File: config.mk
export PLATFORM = sky130hd
export DESIGN_NAME = smx_div
export DESIGN_NICKNAME = d
export VERILOG_FILES = /design/src/rtl/core/smx_pkg.sv /design/src/rtl/core/smx_div.sv
export SDC_FILE = /design/constraint.sdc
export NUM_CORES = 1
export LEC_CHECK = 0
export ABC_AREA = 1
export CAP_MARGIN = 15
export CORE_ASPECT_RATIO = 1.2
export CORE_MARGIN = 2
export CORE_UTILIZATION = 50
export DETAILED_ROUTE_END_ITERATION = 10
export DONT_BUFFER_PORTS = 1
export PLACE_DENSITY = 0.72
export SKIP_LAST_GASP = 1
export SLEW_MARGIN = 30
export SYNTH_ARGS = -nofsm -noshare
export SYNTH_HDL_FRONTEND = slang
export SYNTH_SLANG_ARGS = --single-unit
File: constraint.sdc
create_clock -name i_clk -period 2.3 [get_ports i_clk]
set_clock_uncertainty 0.2 [all_clocks]
set_input_delay 0.345 -clock i_clk [delete_from_list [all_inputs] [get_ports i_clk]]
set_output_delay 0.345 -clock i_clk [all_outputs]
set_load 0.02 [all_outputs]
File: src/rtl/core/smx_pkg.sv
// ----------------------------------------------------------------------------
// smx_pkg
// Shared constants and types for the stack machine executor: field widths,
// defaults, opcodes, error codes and the divider request.
// ----------------------------------------------------------------------------
package smx_pkg;

    localparam int WORD_W            = 32;
    localparam int PC_W              = 16;
    localparam int OP_W              = 6;
    localparam int ERR_W             = 4;
    localparam int DEF_STORE_DEPTH   = 1024;
    localparam logic [PC_W-1:0] DEF_PROGRAM_LENGTH = 16'hFFFF;

    localparam logic [OP_W-1:0] OP_PUSH   = 6'd0;
    localparam logic [OP_W-1:0] OP_POP    = 6'd1;
    localparam logic [OP_W-1:0] OP_DUP    = 6'd2;
    localparam logic [OP_W-1:0] OP_SWAP   = 6'd3;
    localparam logic [OP_W-1:0] OP_ADD    = 6'd4;
    localparam logic [OP_W-1:0] OP_SUB    = 6'd5;
    localparam logic [OP_W-1:0] OP_MULT   = 6'd6;
    localparam logic [OP_W-1:0] OP_DIV    = 6'd7;
    localparam logic [OP_W-1:0] OP_GOTO   = 6'd8;
    localparam logic [OP_W-1:0] OP_EQ     = 6'd9;
    localparam logic [OP_W-1:0] OP_GT     = 6'd10;
    localparam logic [OP_W-1:0] OP_GE     = 6'd11;
    localparam logic [OP_W-1:0] OP_LT     = 6'd12;
    localparam logic [OP_W-1:0] OP_LE     = 6'd13;
    localparam logic [OP_W-1:0] OP_SKIP   = 6'd14;
    localparam logic [OP_W-1:0] OP_STORE  = 6'd15;
    localparam logic [OP_W-1:0] OP_LOAD   = 6'd16;
    localparam logic [OP_W-1:0] OP_PRINT  = 6'd17;
    localparam logic [OP_W-1:0] OP_JMPZ   = 6'd18;
    localparam logic [OP_W-1:0] OP_JMPN   = 6'd19;
    localparam logic [OP_W-1:0] OP_AND    = 6'd20;
    localparam logic [OP_W-1:0] OP_OR     = 6'd21;
    localparam logic [OP_W-1:0] OP_NEG    = 6'd22;
    localparam logic [OP_W-1:0] OP_NOT    = 6'd23;
    localparam logic [OP_W-1:0] OP_HALT   = 6'd24;
    localparam logic [OP_W-1:0] OP_CALL   = 6'd25;
    localparam logic [OP_W-1:0] OP_MARK   = 6'd26;
    localparam logic [OP_W-1:0] OP_STORER = 6'd27;
    localparam logic [OP_W-1:0] OP_LOADR  = 6'd28;
    localparam logic [OP_W-1:0] OP_PUSHA  = 6'd29;
    localparam logic [OP_W-1:0] OP_ENTER  = 6'd30;
    localparam logic [OP_W-1:0] OP_ALLOC  = 6'd31;
    localparam logic [OP_W-1:0] OP_RETURN = 6'd32;
    localparam logic [OP_W-1:0] OP_LOADA  = 6'd33;

    localparam logic [ERR_W-1:0] ERR_NONE      = 4'd0;
    localparam logic [ERR_W-1:0] ERR_EMPTY     = 4'd1;
    localparam logic [ERR_W-1:0] ERR_UNDERFLOW = 4'd2;
    localparam logic [ERR_W-1:0] ERR_ABOVE_TOP = 4'd3;
    localparam logic [ERR_W-1:0] ERR_NONPOS    = 4'd4;
    localparam logic [ERR_W-1:0] ERR_FRAME     = 4'd5;
    localparam logic [ERR_W-1:0] ERR_FULL      = 4'd6;
    localparam logic [ERR_W-1:0] ERR_DIV0      = 4'd7;
    localparam logic [ERR_W-1:0] ERR_PC_RANGE  = 4'd8;

    typedef struct packed {
        logic                    start;
        logic signed [WORD_W-1:0] dividend;
        logic signed [WORD_W-1:0] divisor;
    } t_div_req;

endpackage

File: src/rtl/core/smx_div.sv
// ----------------------------------------------------------------------------
// smx_div
// Iterative signed divider, one quotient bit per cycle, truncating.
// ----------------------------------------------------------------------------
module smx_div
    import smx_pkg::*;
(
    input  logic              i_clk,
    input  logic              i_rst_n,
    input  t_div_req          i_req,
    output logic              o_done,
    output logic [WORD_W-1:0] o_quotient
);

    localparam int CW = $clog2(WORD_W);

    logic              r_busy;
    logic              r_done;
    logic              r_neg;
    logic [CW-1:0]     r_cnt;
    logic [WORD_W:0]   r_rem;
    logic [WORD_W-1:0] r_q;
    logic [WORD_W-1:0] r_d;
    logic [WORD_W:0]   n_shift;
    logic [WORD_W:0]   n_diff;

    assign n_shift = {r_rem[WORD_W-1:0], r_q[WORD_W-1]};
    assign n_diff  = n_shift - {1'b0, r_d};

    always_ff @(posedge i_clk) begin
        if (!i_rst_n) begin
            r_busy <= 1'b0;
            r_done <= 1'b0;
        end else begin
            r_done <= 1'b0;
            if (i_req.start) begin
                r_busy <= 1'b1;
            end else if (r_busy && r_cnt == CW'(WORD_W - 1)) begin
                r_busy <= 1'b0;
                r_done <= 1'b1;
            end
        end
    end

    always_ff @(posedge i_clk) begin
        if (i_req.start) begin
            r_cnt <= '0;
            r_rem <= '0;
            r_neg <= i_req.dividend[WORD_W-1] ^ i_req.divisor[WORD_W-1];
            r_q   <= i_req.dividend[WORD_W-1] ? (-i_req.dividend) : i_req.dividend;
            r_d   <= i_req.divisor[WORD_W-1] ? (-i_req.divisor) : i_req.divisor;
        end else if (r_busy) begin
            r_cnt <= r_cnt + 1'b1;
            if (!n_diff[WORD_W]) begin
                r_rem <= n_diff;
                r_q   <= {r_q[WORD_W-2:0], 1'b1};
            end else begin
                r_rem <= n_shift;
                r_q   <= {r_q[WORD_W-2:0], 1'b0};
            end
        end
    end

    assign o_done     = r_done;
    assign o_quotient = r_neg ? (-r_q) : r_q;

endmodule

==> results.sh, run 1 <==
export IMPL_run_status="finished, violations left"
export IMPL_violations="negative setup slack"
export IMPL_grt_pass1_vias=10100
export IMPL_synth_area_leader_cell="sky130_fd_sc_hd__edfxtp_1"
export IMPL_final_min_clock_period_ns=2.86
export IMPL_critical_path_endpoint_type="output pin"
export IMPL_met1_length_um=11000
export IMPL_route_top_layer_used="met4"
export IMPL_dr_wl_cell_um=15.5
export IMPL_average_instance_area_after_synthesis_um2=6.25
export IMPL_cts_made_buffers=9
export IMPL_final_nets=1784
export IMPL_clock_root_buffer="sky130_fd_sc_hd__clkbuf_16"
export IMPL_critical_path_max_fanout=4
export IMPL_critPathRequiredTime_ns=1.75
export IMPL_mapped_area_um2=9260
export IMPL_mappedNetlistNets=1585
export IMPL_coreArea_um2=18200
export IMPL_layout_commonest_cell="sky130_fd_sc_hd__nand2_1"
export IMPL_startpoint_type="flop"
export IMPL_r2r_start="r_q[31]$_DFFE_PP_"
export IMPL_drt_iter0_markers=544
export IMPL_switching_pwr_mw=1.87
export IMPL_dieWidth_um=128
export IMPL_yosys_top_cells_area="sky130_fd_sc_hd__edfxtp_1 21%, sky130_fd_sc_hd__nand2_1 21%, sky130_fd_sc_hd__inv_1 12%"
export IMPL_initial_core_util_pct=50.9
export IMPL_io_buffers=0
export IMPL_cp_slowest_stage_delay_ns=0.45
export IMPL_detail_route_drc_violations=0
export IMPL_layout_drive_gt1_share_pct=21.6
export IMPL_cts_path_max_buffers=2
export IMPL_met3WireLength_um=1700
export IMPL_reg2regPathDepth=18
export IMPL_worst_path_most_repeated_cell="sky130_fd_sc_hd__nand2_2"
export IMPL_highest_count_cells_in_the_layout_ignoring_fill_and_taps="461 x sky130_fd_sc_hd__nand2_1, 283 x sky130_fd_sc_hd__inv_1, 162 x sky130_fd_sc_hd__buf_4"
export IMPL_timing_hold_worst_endpoint="r_q[28]$_DFFE_PP_"
export IMPL_setup_worst_path_class="reg -> out"
export IMPL_floorplan_die_area_um2=19600
export IMPL_cts_tree="done"
export IMPL_cts_htree_levels=3
export IMPL_worst_skew_pair_late_latency_ns=0.36
export IMPL_crit_chain="nor2_1 > nand2_2 > nor2_2 > nand4_1 > or2_4 > nor2_4 > nand3_1 > nand2_2 > xor2_4"
export IMPL_worst_hold_startpoint="i_req[64]"
export IMPL_pwr_share_clk_pct=28.0
export IMPL_final_min_period_over_clock_period_pct=124
export IMPL_groute_usage_overall_pct=30.0
export IMPL_irDropWorstVdd_uv=360
export IMPL_post_route_worst_setup_slack_ns=-0.563
export IMPL_pwr_share_comb_pct=32.1
export IMPL_synth_yosys_warnings=0
export IMPL_end_of_the_worst_register_to_register_path="r_rem[14]$_SDFFE_PP0P_"
export IMPL_worstPathArrival_ns=2.32
export IMPL_global_route_wire_length_before_repair_um=47100
export IMPL_finalWeightedCongestion=0.993
export IMPL_synth_seq_area_share_pct=29.5
export IMPL_placement_rows=54
export IMPL_timing_slew_headroom_pct=66.1
export IMPL_flow_area_growth_from_synthesis_pct=33.7
export IMPL_cts_reportedPaths_clkPinSlew_ns=0.07
export IMPL_detail_route_wirelength_um=29600
export IMPL_whs_ns=0.0146
export IMPL_antenna_violations_before_repair=0
export IMPL_worst_hold_path_type="in -> reg"
export IMPL_met2_length_um=15500
export IMPL_finalCoreUtilization_pct=68.1
export IMPL_holdPathStages=1
export IMPL_vias_per_cell=5.26
export IMPL_dpl_hpwl_um=20200
export IMPL_ff2ff_setup_slack_ns=-0.28
export IMPL_cp_slowest_cell="sky130_fd_sc_hd__edfxtp_1"
export IMPL_timing_critical_path_buf_inv=0
export IMPL_drtAntennaViolNets=0
export IMPL_post_synth_num_cell_types=45
export IMPL_swShare_pct=33.2
export IMPL_asyncSetResetFlopFracSynth_pct=0
export IMPL_dp_worst_setup_slack_ns=-0.244
export IMPL_syn_instance_count=1480
export IMPL_hold_violations=0
export IMPL_gr_total_overflow=0
export IMPL_power_leakage_nw=6.58
export IMPL_unrepaired_setup_endpoints_after_global_routing="yes"
export IMPL_pin_count_of_the_biggest_net_entering_global_routing=42
export IMPL_internal_portion_of_total_power_mw=3.75
export IMPL_postSynth_topFlopCell="sky130_fd_sc_hd__edfxtp_1"
export IMPL_die_h_um=153
export IMPL_yosys_register_bits=104
export IMPL_antenna_cells_inserted=0
export IMPL_synth_largest_type_area_fraction_pct=21.1
export IMPL_routed_via_count=10000
export IMPL_cellPowerDensity_nw_per_um2=454
export IMPL_final_setup_viol_count=60
export IMPL_cts_sink_count=104
export IMPL_max_capacitance_violation_count=0
export IMPL_critical_path_top_delay_family="simple AND/OR/NAND/NOR gates"
export IMPL_ios=100
export IMPL_slew_viol_final=0
export IMPL_power_frac_seq_pct=40.0
export IMPL_synth_enable_flop_cells=65
export IMPL_achievable_frequency_mhz=349
export IMPL_tightest_slew_ns=0.503
export IMPL_drt_pre_antenna_iters=6
-- synthesized netlist by cell type, types with 2 or more instances --
master                     count
sky130_fd_sc_hd__nand2_1     517
sky130_fd_sc_hd__inv_1       290
sky130_fd_sc_hd__nor2_1      121
sky130_fd_sc_hd__nand3_1      98
sky130_fd_sc_hd__edfxtp_1     65
sky130_fd_sc_hd__o21ai_0      58
sky130_fd_sc_hd__xor2_1       53
sky130_fd_sc_hd__dfxtp_1      39
sky130_fd_sc_hd__ha_1         37
sky130_fd_sc_hd__xnor2_1      33
sky130_fd_sc_hd__a21oi_1      30
sky130_fd_sc_hd__nor3_1       29
sky130_fd_sc_hd__nand4_1      20
sky130_fd_sc_hd__clkbuf_1     16
sky130_fd_sc_hd__or2_2         7
sky130_fd_sc_hd__nor2_2        6
sky130_fd_sc_hd__a31oi_1       5
sky130_fd_sc_hd__and2_1        5
sky130_fd_sc_hd__nand2_2       5
sky130_fd_sc_hd__buf_6         4
sky130_fd_sc_hd__nand2_4       4
sky130_fd_sc_hd__nor4_1        4
sky130_fd_sc_hd__buf_1         3
sky130_fd_sc_hd__buf_4         3
sky130_fd_sc_hd__inv_2         3
sky130_fd_sc_hd__a22o_1        2
sky130_fd_sc_hd__clkinv_1      2
sky130_fd_sc_hd__nand3b_1      2
sky130_fd_sc_hd__o21ai_1       2
sky130_fd_sc_hd__o31ai_1       2
-- metrics by stage --
step | area (µm²) | total power, mW | std cells | TNS, ns
after global routing | 12400 | 5.84 | 1908 | -25.09
after CTS | 12100 | 5.51 | 1905 | -15.41
final | 12400 | 5.61 | 1908 | -18.17
after floorplan | 9310 | 3.21 | 1480 | -0.0619
after global placement | 10700 | 3.76 | 1831 | -6.78
after detailed placement | 10700 | 3.79 | 1831 | -9.51
-- cell type report --
type	count	area, µm²
Multi-Input combinational cell	1056	6130
Fill cell	1411	5800
Sequential cell	104	2730
Timing Repair Buffer	213	1830
Inverter	295	1110
Tap cell	224	280
Clock buffer	11	233
Clock inverter	5	56.3
-- power by group through the flow --
stage | sequential, mW | clock (mW) | combinational (mW)
final | 2.24 | 1.57 | 1.80
after global routing | 2.26 | 1.63 | 1.95
after CTS | 2.24 | 1.58 | 1.70
after detailed placement | 2.27 | 0 | 1.51
after global placement | 2.27 | 0 | 1.49
after floorplan | 2.26 | 0 | 0.947
-- state kept, by name, summed over array words and instances, names as in the netlist --
name and count:
o_done 1, r_busy 1, r_cnt 5, r_d 32
r_neg 1, r_q 32, r_rem 32
-- worst max path at each step --
stage                       from                     end  slack (ns)  cells after the start
3_5_place_dp   r_q[31]$_DFFE_PP_  r_rem[20]$_SDFFE_PP0P_       -0.24                     18
3_3_place_gp    r_q[4]$_DFFE_PP_          o_quotient[23]       -0.24                     10
5_1_grt         r_q[3]$_DFFE_PP_          o_quotient[23]       -0.67                     10
6_report        r_q[5]$_DFFE_PP_          o_quotient[24]       -0.56                      9
2_1_floorplan   r_d[0]$_DFFE_PP_        r_q[0]$_DFFE_PP_       -0.06                     15
4_1_cts         r_q[4]$_DFFE_PP_          o_quotient[23]       -0.46                     10
-- worst register-to-register path, delay by kind of cell (launching register included) --
| family | cells | cell delay [ns] |
|---|---|---|
| AND/OR/NAND/NOR | 13 | 1.12 |
| adder cells (fa/ha/maj) | 2 | 0.51 |
| flip-flops | 1 | 0.39 |
| buffers and inverters | 3 | 0.25 |
-- routing by layer --
layer,vias up,global-route usage (%)
met5,-,0
met4,0,15.1
met3,110,5.29
met2,374,55.5
met1,4599,32.3
li1,4960,-
-- what timing repair did --
action,CTS,global route
gates resized for setup,156,57
endpoints found under the hold margin,66,1
gates cloned,4,0
setup endpoints to repair,59,62
hold buffers,31,1
pin swaps,70,74
setup buffers,25,10
-- kinds of logic after synthesis --
logic type,count (synthesis),synth area share [%]
AO/OA/AOI/OAI,105,6.08
flip-flops,104,29.5
AND/OR/NAND/NOR,824,37.4
XOR/XNOR,86,8.14
adder cells (fa/ha/maj),38,5.22
buffers and inverters,323,13.7
Note: power is estimated with default switching activity, not from simulation.
==> inputs of run 2 (changes only) <==
Settings changed: HOLD_SLACK_MARGIN from default to 0.12, SKIP_CTS_REPAIR_TIMING from default to 1.
==> results.sh, run 2 (synthesis results as in run 1) <==
export IMPL_run_status="finished, violations left"
export IMPL_dr_wl_cell_um=15.9
export IMPL_dp_worst_setup_slack_ns=-0.244
export IMPL_antenna_cells_inserted=0
export IMPL_highest_count_cells_in_the_layout_ignoring_fill_and_taps="464 x sky130_fd_sc_hd__nand2_1, 282 x sky130_fd_sc_hd__inv_1, 148 x sky130_fd_sc_hd__buf_4"
export IMPL_reg_largest_list="r_d x32, r_q x32, r_rem x32"
export IMPL_worst_hold_startpoint="i_req[46]"
export IMPL_initial_core_util_pct=50.9
export IMPL_slew_viol_final=0
export IMPL_cts_reportedPaths_clkPinSlew_ns=0.07
export IMPL_layout_drive_gt1_share_pct=20.1
export IMPL_vias_per_cell=5.24
export IMPL_worst_skew_pair_late_latency_ns=0.37
export IMPL_critical_path_endpoint_type="output pin"
export IMPL_routed_via_count=10100
export IMPL_grt_pass1_vias=9227
export IMPL_critical_path_max_fanout=4
export IMPL_startpoint_type="flop"
export IMPL_cts_made_buffers=9
export IMPL_cts_htree_levels=3
export IMPL_detail_route_drc_violations=0
export IMPL_gr_total_overflow=0
export IMPL_post_route_worst_setup_slack_ns=-0.591
export IMPL_final_setup_viol_count=59
export IMPL_irDropWorstVdd_uv=368
export IMPL_worstPathArrival_ns=2.35
export IMPL_setup_total_negative_slack_ns=-20.77
export IMPL_dpl_hpwl_um=20200
export IMPL_critPathRequiredTime_ns=1.75
export IMPL_r2r_start="r_q[31]$_DFFE_PP_"
export IMPL_drt_pre_antenna_iters=5
export IMPL_finalWeightedCongestion=0.993
export IMPL_global_route_wire_length_before_repair_um=41800
export IMPL_max_capacitance_violation_count=0
export IMPL_clock_root_buffer="sky130_fd_sc_hd__clkbuf_16"
export IMPL_placement_rows=54
export IMPL_pin_count_of_the_biggest_net_entering_global_routing=70
export IMPL_power_leakage_nw=6.47
export IMPL_layout_commonest_cell="sky130_fd_sc_hd__nand2_1"
export IMPL_cellPowerDensity_nw_per_um2=453
export IMPL_worst_hold_path_type="in -> reg"
export IMPL_floorplan_die_area_um2=19600
export IMPL_cts_tree="done"
export IMPL_die_h_um=153
export IMPL_dieWidth_um=128
export IMPL_flow_area_growth_from_synthesis_pct=35.4
export IMPL_io_buffers=0
export IMPL_detail_route_wirelength_um=30500
export IMPL_groute_usage_overall_pct=26.4
export IMPL_final_nets=1798
export IMPL_drtAntennaViolNets=0
export IMPL_setup_worst_path_class="reg -> out"
export IMPL_cts_sink_count=104
export IMPL_timing_slew_headroom_pct=57.7
export IMPL_final_min_period_over_clock_period_pct=126
export IMPL_ios=100
export IMPL_hold_violations=0
export IMPL_cts_path_max_buffers=2
export IMPL_drt_iter0_markers=634
export IMPL_unrepaired_setup_endpoints_after_global_routing="yes"
export IMPL_coreArea_um2=18200
export IMPL_startpoint="r_q[0]$_DFFE_PP_"
export IMPL_tightest_slew_ns=0.632
export IMPL_final_min_clock_period_ns=2.89
export IMPL_achievable_frequency_mhz=346
export IMPL_antenna_violations_before_repair=0
export IMPL_violations="negative setup slack"
==> run 2: cell types whose count changed in the layout (fill, tap and decap cells not counted), sizes merged <==
cell         delta
dlygate4sd3    +27
buf            -15
clkbuf          +2
==> run 2: final cells by class <==
type | instances | area [µm²]
multi-input combinational | 1056 | 6070
fill | 1388 | 5640
sequential | 104 | 2730
timing repair buffer | 227 | 2040
inverter | 295 | 1120
tap | 224 | 280
clock buffer | 11 | 233
clock inverter | 5 | 56.3
==> run 2: worst max-delay path: stages, from the launching register on <==
cell and delay, ns:
sky130_fd_sc_hd__edfxtp_1 0.42, sky130_fd_sc_hd__inv_2 0.12, sky130_fd_sc_hd__nand4_1 0.17, sky130_fd_sc_hd__nor3_2 0.28
sky130_fd_sc_hd__nand2_2 0.11, sky130_fd_sc_hd__nor2_4 0.15, sky130_fd_sc_hd__buf_4 0.15, sky130_fd_sc_hd__inv_1 0.04
sky130_fd_sc_hd__o21ai_1 0.15, sky130_fd_sc_hd__xor2_1 0.20, sky130_fd_sc_hd__buf_4 0.17
==> run 2: path summary, 6_finish.rpt <==
kind	to	slack, ns	cells past startpoint
max	o_quotient[17]	-0.59	10
min	r_q[14]$_DFFE_PP_	0.08	4
max reg2reg	r_rem[14]$_SDFFE_PP0P_	-0.38	18
min reg2reg	r_rem[8]$_SDFFE_PP0P_	0.27	2
==> run 2: report_power, final <==
group	leakage (nW)	internal [mW]	switching [mW]
registers	0.965	2.15	0.0975
clock network	0.142	0.849	0.737
logic	5.37	0.775	1.06
==> run 2: through the flow <==
stage / hold WS [ns] / cell area [µm²] / util [%] / std cells / total power [mW]
finish: 0.0832 / 12500 / 69.0 / 1922 / 5.67
CTS: -0.134 / 11000 / 60.3 / 1847 / 5.34
detailed placement: 0.244 / 10700 / 58.7 / 1831 / 3.79
floorplan: 0.244 / 9310 / - / 1480 / 3.21
global placement: 0.244 / 10700 / 58.7 / 1831 / 3.76
global route: 0.118 / 12500 / 69.0 / 1922 / 5.89
==> run 2: layer usage <==
metal,GRT usage (%),vias up,wire length [µm]
li1,-,4991,-
met1,28.6,4590,11200
met2,48.8,367,15800
met3,4.97,132,1810
met4,12.3,0,1790
met5,0,-,0
==> inputs of run 3 (changes only) <==
Settings changed: CORE_UTILIZATION 50 to 30, PLACE_DENSITY 0.72 to 0.49.
==> results.sh, run 3 (synthesis results as in run 1) <==
export IMPL_detail_route_wirelength_um=31800
export IMPL_critical_path_max_fanout=5
export IMPL_final_min_period_over_clock_period_pct=119
export IMPL_drt_iter0_markers=413
export IMPL_final_min_clock_period_ns=2.75
export IMPL_slew_viol_final=0
export IMPL_io_buffers=0
export IMPL_cts_htree_levels=3
export IMPL_achievable_frequency_mhz=364
export IMPL_internal_portion_of_total_power_mw=3.91
export IMPL_cts_reportedPaths_clkPinSlew_ns=0.08
export IMPL_floorplan_die_area_um2=32300
export IMPL_irDropWorstVdd_uv=369
export IMPL_run_status="finished, violations left"
export IMPL_r2r_start="r_d[14]$_DFFE_PP_"
export IMPL_clock_root_buffer="sky130_fd_sc_hd__clkbuf_16"
export IMPL_swShare_pct=33.0
export IMPL_layout_drive_gt1_share_pct=24.3
export IMPL_dr_wl_cell_um=14.9
export IMPL_switching_pwr_mw=1.92
export IMPL_final_nets=1842
export IMPL_ios=100
export IMPL_placement_rows=70
export IMPL_pwr_share_clk_pct=30.1
export IMPL_dpl_hpwl_um=23300
export IMPL_vias_per_cell=4.55
export IMPL_cts_tree="done"
export IMPL_critPathRequiredTime_ns=1.75
export IMPL_gr_total_overflow=0
export IMPL_routed_via_count=9737
export IMPL_finalWeightedCongestion=0.923
export IMPL_reg_largest_list="r_d x32, r_q x32, r_rem x32"
export IMPL_dp_worst_setup_slack_ns=-0.224
export IMPL_groute_usage_overall_pct=17.7
export IMPL_critical_path_endpoint_type="output pin"
export IMPL_drtAntennaViolNets=0
export IMPL_power_leakage_nw=6.79
export IMPL_pin_count_of_the_biggest_net_entering_global_routing=70
export IMPL_cellPowerDensity_nw_per_um2=444
export IMPL_dieWidth_um=164
export IMPL_drt_pre_antenna_iters=5
export IMPL_antenna_violations_before_repair=0
export IMPL_power_frac_seq_pct=38.3
export IMPL_startpoint_type="flop"
export IMPL_global_route_wire_length_before_repair_um=44600
export IMPL_pwr_share_comb_pct=31.7
export IMPL_detail_route_drc_violations=0
export IMPL_layout_commonest_cell="sky130_fd_sc_hd__nand2_1"
export IMPL_initial_core_util_pct=30.5
export IMPL_coreArea_um2=30400
export IMPL_die_h_um=196
export IMPL_worst_hold_startpoint="i_req[47]"
export IMPL_worstPathArrival_ns=2.20
export IMPL_final_setup_viol_count=60
export IMPL_cts_sink_count=104
export IMPL_grt_pass1_vias=8949
export IMPL_finalPower_mw=5.83
export IMPL_whs_ns=0.0637
export IMPL_max_capacitance_violation_count=0
export IMPL_flow_area_growth_from_synthesis_pct=42.1
export IMPL_antenna_cells_inserted=0
export IMPL_hold_violations=0
export IMPL_highest_count_cells_in_the_layout_ignoring_fill_and_taps="452 x sky130_fd_sc_hd__nand2_1, 279 x sky130_fd_sc_hd__inv_1, 200 x sky130_fd_sc_hd__buf_4"
export IMPL_cts_made_buffers=9
export IMPL_startpoint="r_q[4]$_DFFE_PP_"
export IMPL_post_route_worst_setup_slack_ns=-0.447
export IMPL_timing_slew_headroom_pct=58.4
export IMPL_worst_hold_path_type="in -> reg"
export IMPL_tightest_slew_ns=0.622
export IMPL_setup_worst_path_class="reg -> out"
export IMPL_cts_path_max_buffers=2
export IMPL_violations="negative setup slack"
export IMPL_fillers=3196
export IMPL_unrepaired_setup_endpoints_after_global_routing="yes"
export IMPL_worst_skew_pair_late_latency_ns=0.37
==> run 3: area by class of cell <==
type	instances	area [µm²]	share of cell area, %
Sequential cell	104	2730	20.8
Tap cell	396	495	3.77
Inverter	295	1110	8.47
Multi-Input combinational cell	1056	6160	46.9
Clock buffer	10	229	1.74
Timing Repair Buffer	271	2320	17.6
Clock inverter	6	97.6	0.742
==> run 3: power by group through the flow <==
stage	Clock, mW	Combinational, mW	Sequential [mW]
5_1_grt	1.88	2.02	2.25
6_report	1.75	1.85	2.23
3_5_place_dp	0	1.56	2.27
2_1_floorplan	0	0.947	2.26
3_3_place_gp	0	1.55	2.26
4_1_cts	1.82	1.56	2.22
==> run 3: stage by stage <==
step	std cells	utilization [%]	instance area [µm²]	TNS, ns
final	2138	43.3	13200	-14.45
after global routing	2138	43.3	13200	-22.12
after CTS	2061	37.8	11500	-16.83
after detailed placement	2045	36.7	11200	-6.75
after global placement	2045	36.7	11200	-5.44
after floorplan	1480	-	9310	-0.0619
==> run 3: layer usage <==
| metal | up-vias | wire length, µm | GRT usage, % |
|---|---|---|---|
| li1 | 5073 | - | - |
| met1 | 4424 | 13300 | 20.6 |
| met2 | 198 | 16500 | 32.9 |
| met3 | 42 | 1020 | 2.50 |
| met4 | 0 | 960 | 5.91 |
| met5 | - | 0 | 0 |
==> run 3: worst max-delay path: stages (launching register included) <==
cell	delay [ns]
sky130_fd_sc_hd__edfxtp_1	0.44
sky130_fd_sc_hd__nor2_2	0.14
sky130_fd_sc_hd__nand4_1	0.13
sky130_fd_sc_hd__nor3_2	0.19
sky130_fd_sc_hd__nand2_2	0.12
sky130_fd_sc_hd__nor2_4	0.14
sky130_fd_sc_hd__nand3_4	0.13
sky130_fd_sc_hd__o21ai_4	0.25
sky130_fd_sc_hd__xor2_2	0.28
==> run 3: worst paths after layout <==
check	end	slack [ns]	cells past startpoint
worst min register to register	r_rem[4]$_SDFFE_PP0P_	0.28	2
worst max-delay path	o_quotient[23]	-0.45	8
worst max register to register	r_rem[11]$_SDFFE_PP0P_	-0.24	16
worst min-delay path	r_q[15]$_DFFE_PP_	0.06	2
